==> config.mk <==
export PLATFORM = sky130hd
export DESIGN_NAME = skt_ctrl
export DESIGN_NICKNAME = d
export VERILOG_FILES = /design/src/rtl/skt_pkg.sv /design/src/rtl/skt_ctrl.sv
export SDC_FILE = /design/constraint.sdc
export NUM_CORES = 1
export LEC_CHECK = 0
export ABC_AREA = 1
export CORE_AREA = 2 2 39 41
export CTS_CLUSTER_SIZE = 25
export DETAILED_ROUTE_END_ITERATION = 8
export DIE_AREA = 0 0 41 43
export DONT_BUFFER_PORTS = 1
export SLEW_MARGIN = 30
export SYNTH_ARGS = -nofsm -noshare
export SYNTH_HDL_FRONTEND = slang
export SYNTH_SLANG_ARGS = --single-unit
==> constraint.sdc <==
create_clock -name clk -period 2.1 [get_ports clk]
set_input_delay 0.42 -clock clk [delete_from_list [all_inputs] [get_ports clk]]
set_output_delay 0.42 -clock clk [all_outputs]
set_load 0.01 [all_outputs]
==> src/rtl/skt_pkg.sv <==
// Shared types and codes for the sorted key table.
package skt_pkg;

  localparam int SKT_CAPACITY  = 64;
  localparam int SKT_KEY_WIDTH = 32;

  localparam logic [2:0] OP_INSERT          = 3'd0;
  localparam logic [2:0] OP_REMOVE_ONE      = 3'd1;
  localparam logic [2:0] OP_REMOVE_ALL      = 3'd2;
  localparam logic [2:0] OP_REMOVE_SMALLEST = 3'd3;
  localparam logic [2:0] OP_QUERY           = 3'd4;

  localparam logic [1:0] ST_OK        = 2'd0;
  localparam logic [1:0] ST_FULL      = 2'd1;
  localparam logic [1:0] ST_NOT_FOUND = 2'd2;
  localparam logic [1:0] ST_EMPTY     = 2'd3;

  // Controller to datapath.
  typedef struct packed {
    logic load_req; // capture operation and key
    logic exec;     // apply the request and load the result register
    logic step;     // remove the first equal key, no result
    logic finish;   // load the result of a finished remove-all
  } skt_cmd_t;

  // Datapath to controller.
  typedef struct packed {
    logic present; // request key is in the table
    logic sweep;   // remove-all with at least one match
  } skt_stat_t;

endpackage

==> src/rtl/skt_ctrl.sv <==
// Request sequencer and result handshake of the sorted key table.
module skt_ctrl
  import skt_pkg::*;
(
  input  logic      clk,
  input  logic      rst,
  input  logic      req_valid,
  output logic      req_ready,
  output logic      res_valid,
  input  logic      res_ready,
  input  skt_stat_t stat,
  output skt_cmd_t  cmd
);

  typedef enum logic [2:0] {
    S_IDLE  = 3'b001,
    S_EXEC  = 3'b010,
    S_SWEEP = 3'b100
  } state_t;

  state_t state;
  state_t state_next;
  logic   slot_free;
  logic   res_valid_next;

  assign slot_free = !res_valid || res_ready;
  assign req_ready = state == S_IDLE;

  always_comb begin
    cmd        = '0;
    state_next = state;
    unique case (state)
      S_IDLE: begin
        if (req_valid) begin
          cmd.load_req = 1'b1;
          state_next   = S_EXEC;
        end
      end
      S_EXEC: begin
        if (stat.sweep) begin
          cmd.step   = 1'b1;
          state_next = S_SWEEP;
        end else if (slot_free) begin
          cmd.exec   = 1'b1;
          state_next = S_IDLE;
        end
      end
      S_SWEEP: begin
        if (stat.present) begin
          cmd.step = 1'b1;
        end else if (slot_free) begin
          cmd.finish = 1'b1;
          state_next = S_IDLE;
        end
      end
      default: state_next = S_IDLE;
    endcase
  end

  assign res_valid_next = (res_valid && !res_ready) || cmd.exec || cmd.finish;

  always_ff @(posedge clk) begin
    if (rst) begin
      state     <= S_IDLE;
      res_valid <= 1'b0;
    end else begin
      state     <= state_next;
      res_valid <= res_valid_next;
    end
  end

endmodule

==> results.py <==
metrics = {
    "run_status": {
        "status": "completed",
    },
    "worst_setup_path": {
        "critPathCaptureType": "output pin",
        "r2r_slack_ps": 1050,
        "critical_path_arrival_ps": 1060,
        "crit_type": "register to output pin",
        "reg2reg_from": "res_valid$_SDFF_PP0_",
        "r2r_cells": 7,
        "cp-endpoint": "cmd[0]",
        "cp.required_ps": 1680,
        "crit_path_start_kind": "register",
        "critPathLaunch": "state[1]$_SDFFE_PP0P_",
        "critical_path_peak_fanout": 5,
        "r2r_end": "state[0]$_SDFFE_PP1P_",
    },
    "sta": {
        "setup_viol": 0,
        "slew_violations": 0,
        "setup_ws_ps": 623,
        "min_period_ps": 1480,
        "slew_headroom_pct": 85.2,
        "post-route-period-util_pct": 70.3,
        "hold_viol_final": 0,
        "max_freq_mhz": 677,
        "tightest_slew_ps": 221,
        "skew_ps": 4.14,
        "rsz0062_at_grt": "no",
        "final.setup.tns_ps": 0,
    },
    "cts": {
        "cts_setup_buffers": 0,
        "cts_buffer_depth": 2,
        "h-tree-depth": 1,
        "cts_tree": "done",
        "worstSkewPairLatency_ps": 240,
        "cts_resized": 0,
        "holdBufCountCts": 0,
        "cts_root_buffer": "clkbuf_4",
        "cts.sinks": 4,
        "clk_pin_slew_worst_paths_ps": 40,
        "cts_buffers": 3,
    },
    "floorplan": {
        "fp.dieH_um": 43,
        "pin_count": 12,
        "rows": 14,
        "die_x_um": 41,
        "die-area_um2": 1760,
        "core_area_um2": 1380,
        "start_util_pct": 20.3,
    },
    "synth": {
        "synthDistinctLibCells": 11,
        "netlist_area_um2": 282,
        "ys_ff_latch": 4,
        "ys_warn_count": 0,
        "postSynthCellCount": 51,
        "syn_area_per_cell_um2": 5.52,
        "seq_area_frac_synth_pct": 28.4,
        "syn_nets": 57,
    },
    "routing": {
        "wl_met1_um": 261,
        "routedWlPerCell_um": 9.10,
        "wl_met3_um": 41,
        "via_per_inst": 4.27,
        "routed_wl_um": 637,
        "wl_met2_um": 307,
        "drtAntennaViolNets": 0,
        "first_pass_iters": 4,
        "highest_layer": "met4",
        "remaining_drc_errors": 0,
        "vias": 299,
        "drt_iter0_markers": 3,
    },
    "cells_and_area": {
        "fin_nets": 62,
        "n_antenna_cell": 0,
        "finalNonFillerCells": 70,
        "syn_to_final_growth_pct": 15.1,
        "final_cell_mix": "nand2_1, inv_1, nor2_1",
        "stdcell_area_um2": 324,
        "drive_above_1_share_pct": 13.0,
        "fillers": 170,
    },
    "grt": {
        "grt_pass1_wl_um": 979,
        "grt_start_max_net_pins": 6,
        "grt_usage_pct": 8.94,
        "grt_pass1_vias": 267,
        "antenna_found_initial": 0,
        "grt_overflow": 0,
    },
    "power_and_ir_drop": {
        "power_density_nw_per_um2": 876,
        "p_leak_nw": 0.184,
        "ir_worst_vdd_mv": 0.178,
    },
    "placement": {
        "portBuffers": 0,
        "dp_hpwl_um": 543,
        "dpl_cell_area_um2": 302,
        "gp_congestion": 0.709,
        "place_ws_ps": 862,
        "dp.cells": 67,
    },
    "hold_path": {
        "hold_path_class": "input pin to register",
    },
    "run": {
        "drv_cap": 0,
    },
}
-- synthesized netlist by cell type --
cell type	count	area share, %
nand2_1	12	16
nand3_2	1	3.6
dfxtp_1	4	28
nand4_1	1	2.2
nand3_1	6	11
nor2_2	2	4.4
inv_2	1	1.3
nor2_1	8	11
inv_1	12	16
clkinv_1	1	1.3
a21oi_1	3	5.3
-- worst min-delay path by stage --
| stage | endpoint | slack (ps) | cells after the start | from |
|---|---|---|---|---|
| after CTS | res_valid$_SDFF_PP0_ | 240 | 1 | rst |
| after global placement | state[2]$_SDFFE_PP0P_ | 490 | 1 | rst |
| after floorplan | res_valid$_SDFF_PP0_ | 490 | 1 | rst |
| final | res_valid$_SDFF_PP0_ | 250 | 1 | rst |
| after global routing | res_valid$_SDFF_PP0_ | 240 | 1 | rst |
| after detailed placement | res_valid$_SDFF_PP0_ | 490 | 1 | rst |
-- power by group --
part           internal (mW)  leakage, nW  switching [mW]
logic                 0.0275        0.137          0.0582
clock network         0.0640       0.0138          0.0336
registers             0.0875       0.0327          0.0130
-- sequential cells by signal, indices dropped and copies added (netlist names) --
name and count:
state 3, res_valid 1
-- metal layers --
layer / global-route usage [%] / up-vias
met5: 0 / -
met4: 10.0 / 0
met3: 3.14 / 3
met2: 12.2 / 9
met1: 9.32 / 128
li1: - / 159
-- critical path, stage by stage (launching register included) --
cell and delay, ps:
dfxtp_1 340, nor2_2 170, nand2_1 90, clkinv_1 60, nand2_1 60, inv_1 100
-- metrics by stage --
step	hold slack, ps	utilization [%]	total power [mW]
floorplan	489	-	0.174
global route	241	23.4	0.305
finish	246	23.4	0.284
global placement	493	21.8	0.189
CTS	244	23.4	0.288
detailed placement	492	21.8	0.188
-- logic make-up (layout without fill, tap and decap cells) --
logic type,Yosys count,count (layout),synth area share [%]
simple gates,30,30,47.6
buf+inv,14,17,18.7
flops,4,4,28.4
compound gates,3,3,5.33
-- final cells by class --
type | instances | area (µm²) | share of cell area (%)
multi-input combinational | 33 | 149 | 45.9
inverter | 14 | 52.6 | 16.2
tap | 16 | 20.0 | 6.18
sequential | 4 | 80.1 | 24.7
clock buffer | 3 | 22.5 | 6.95
No activity file was read; power rests on OpenSTA's default activity.
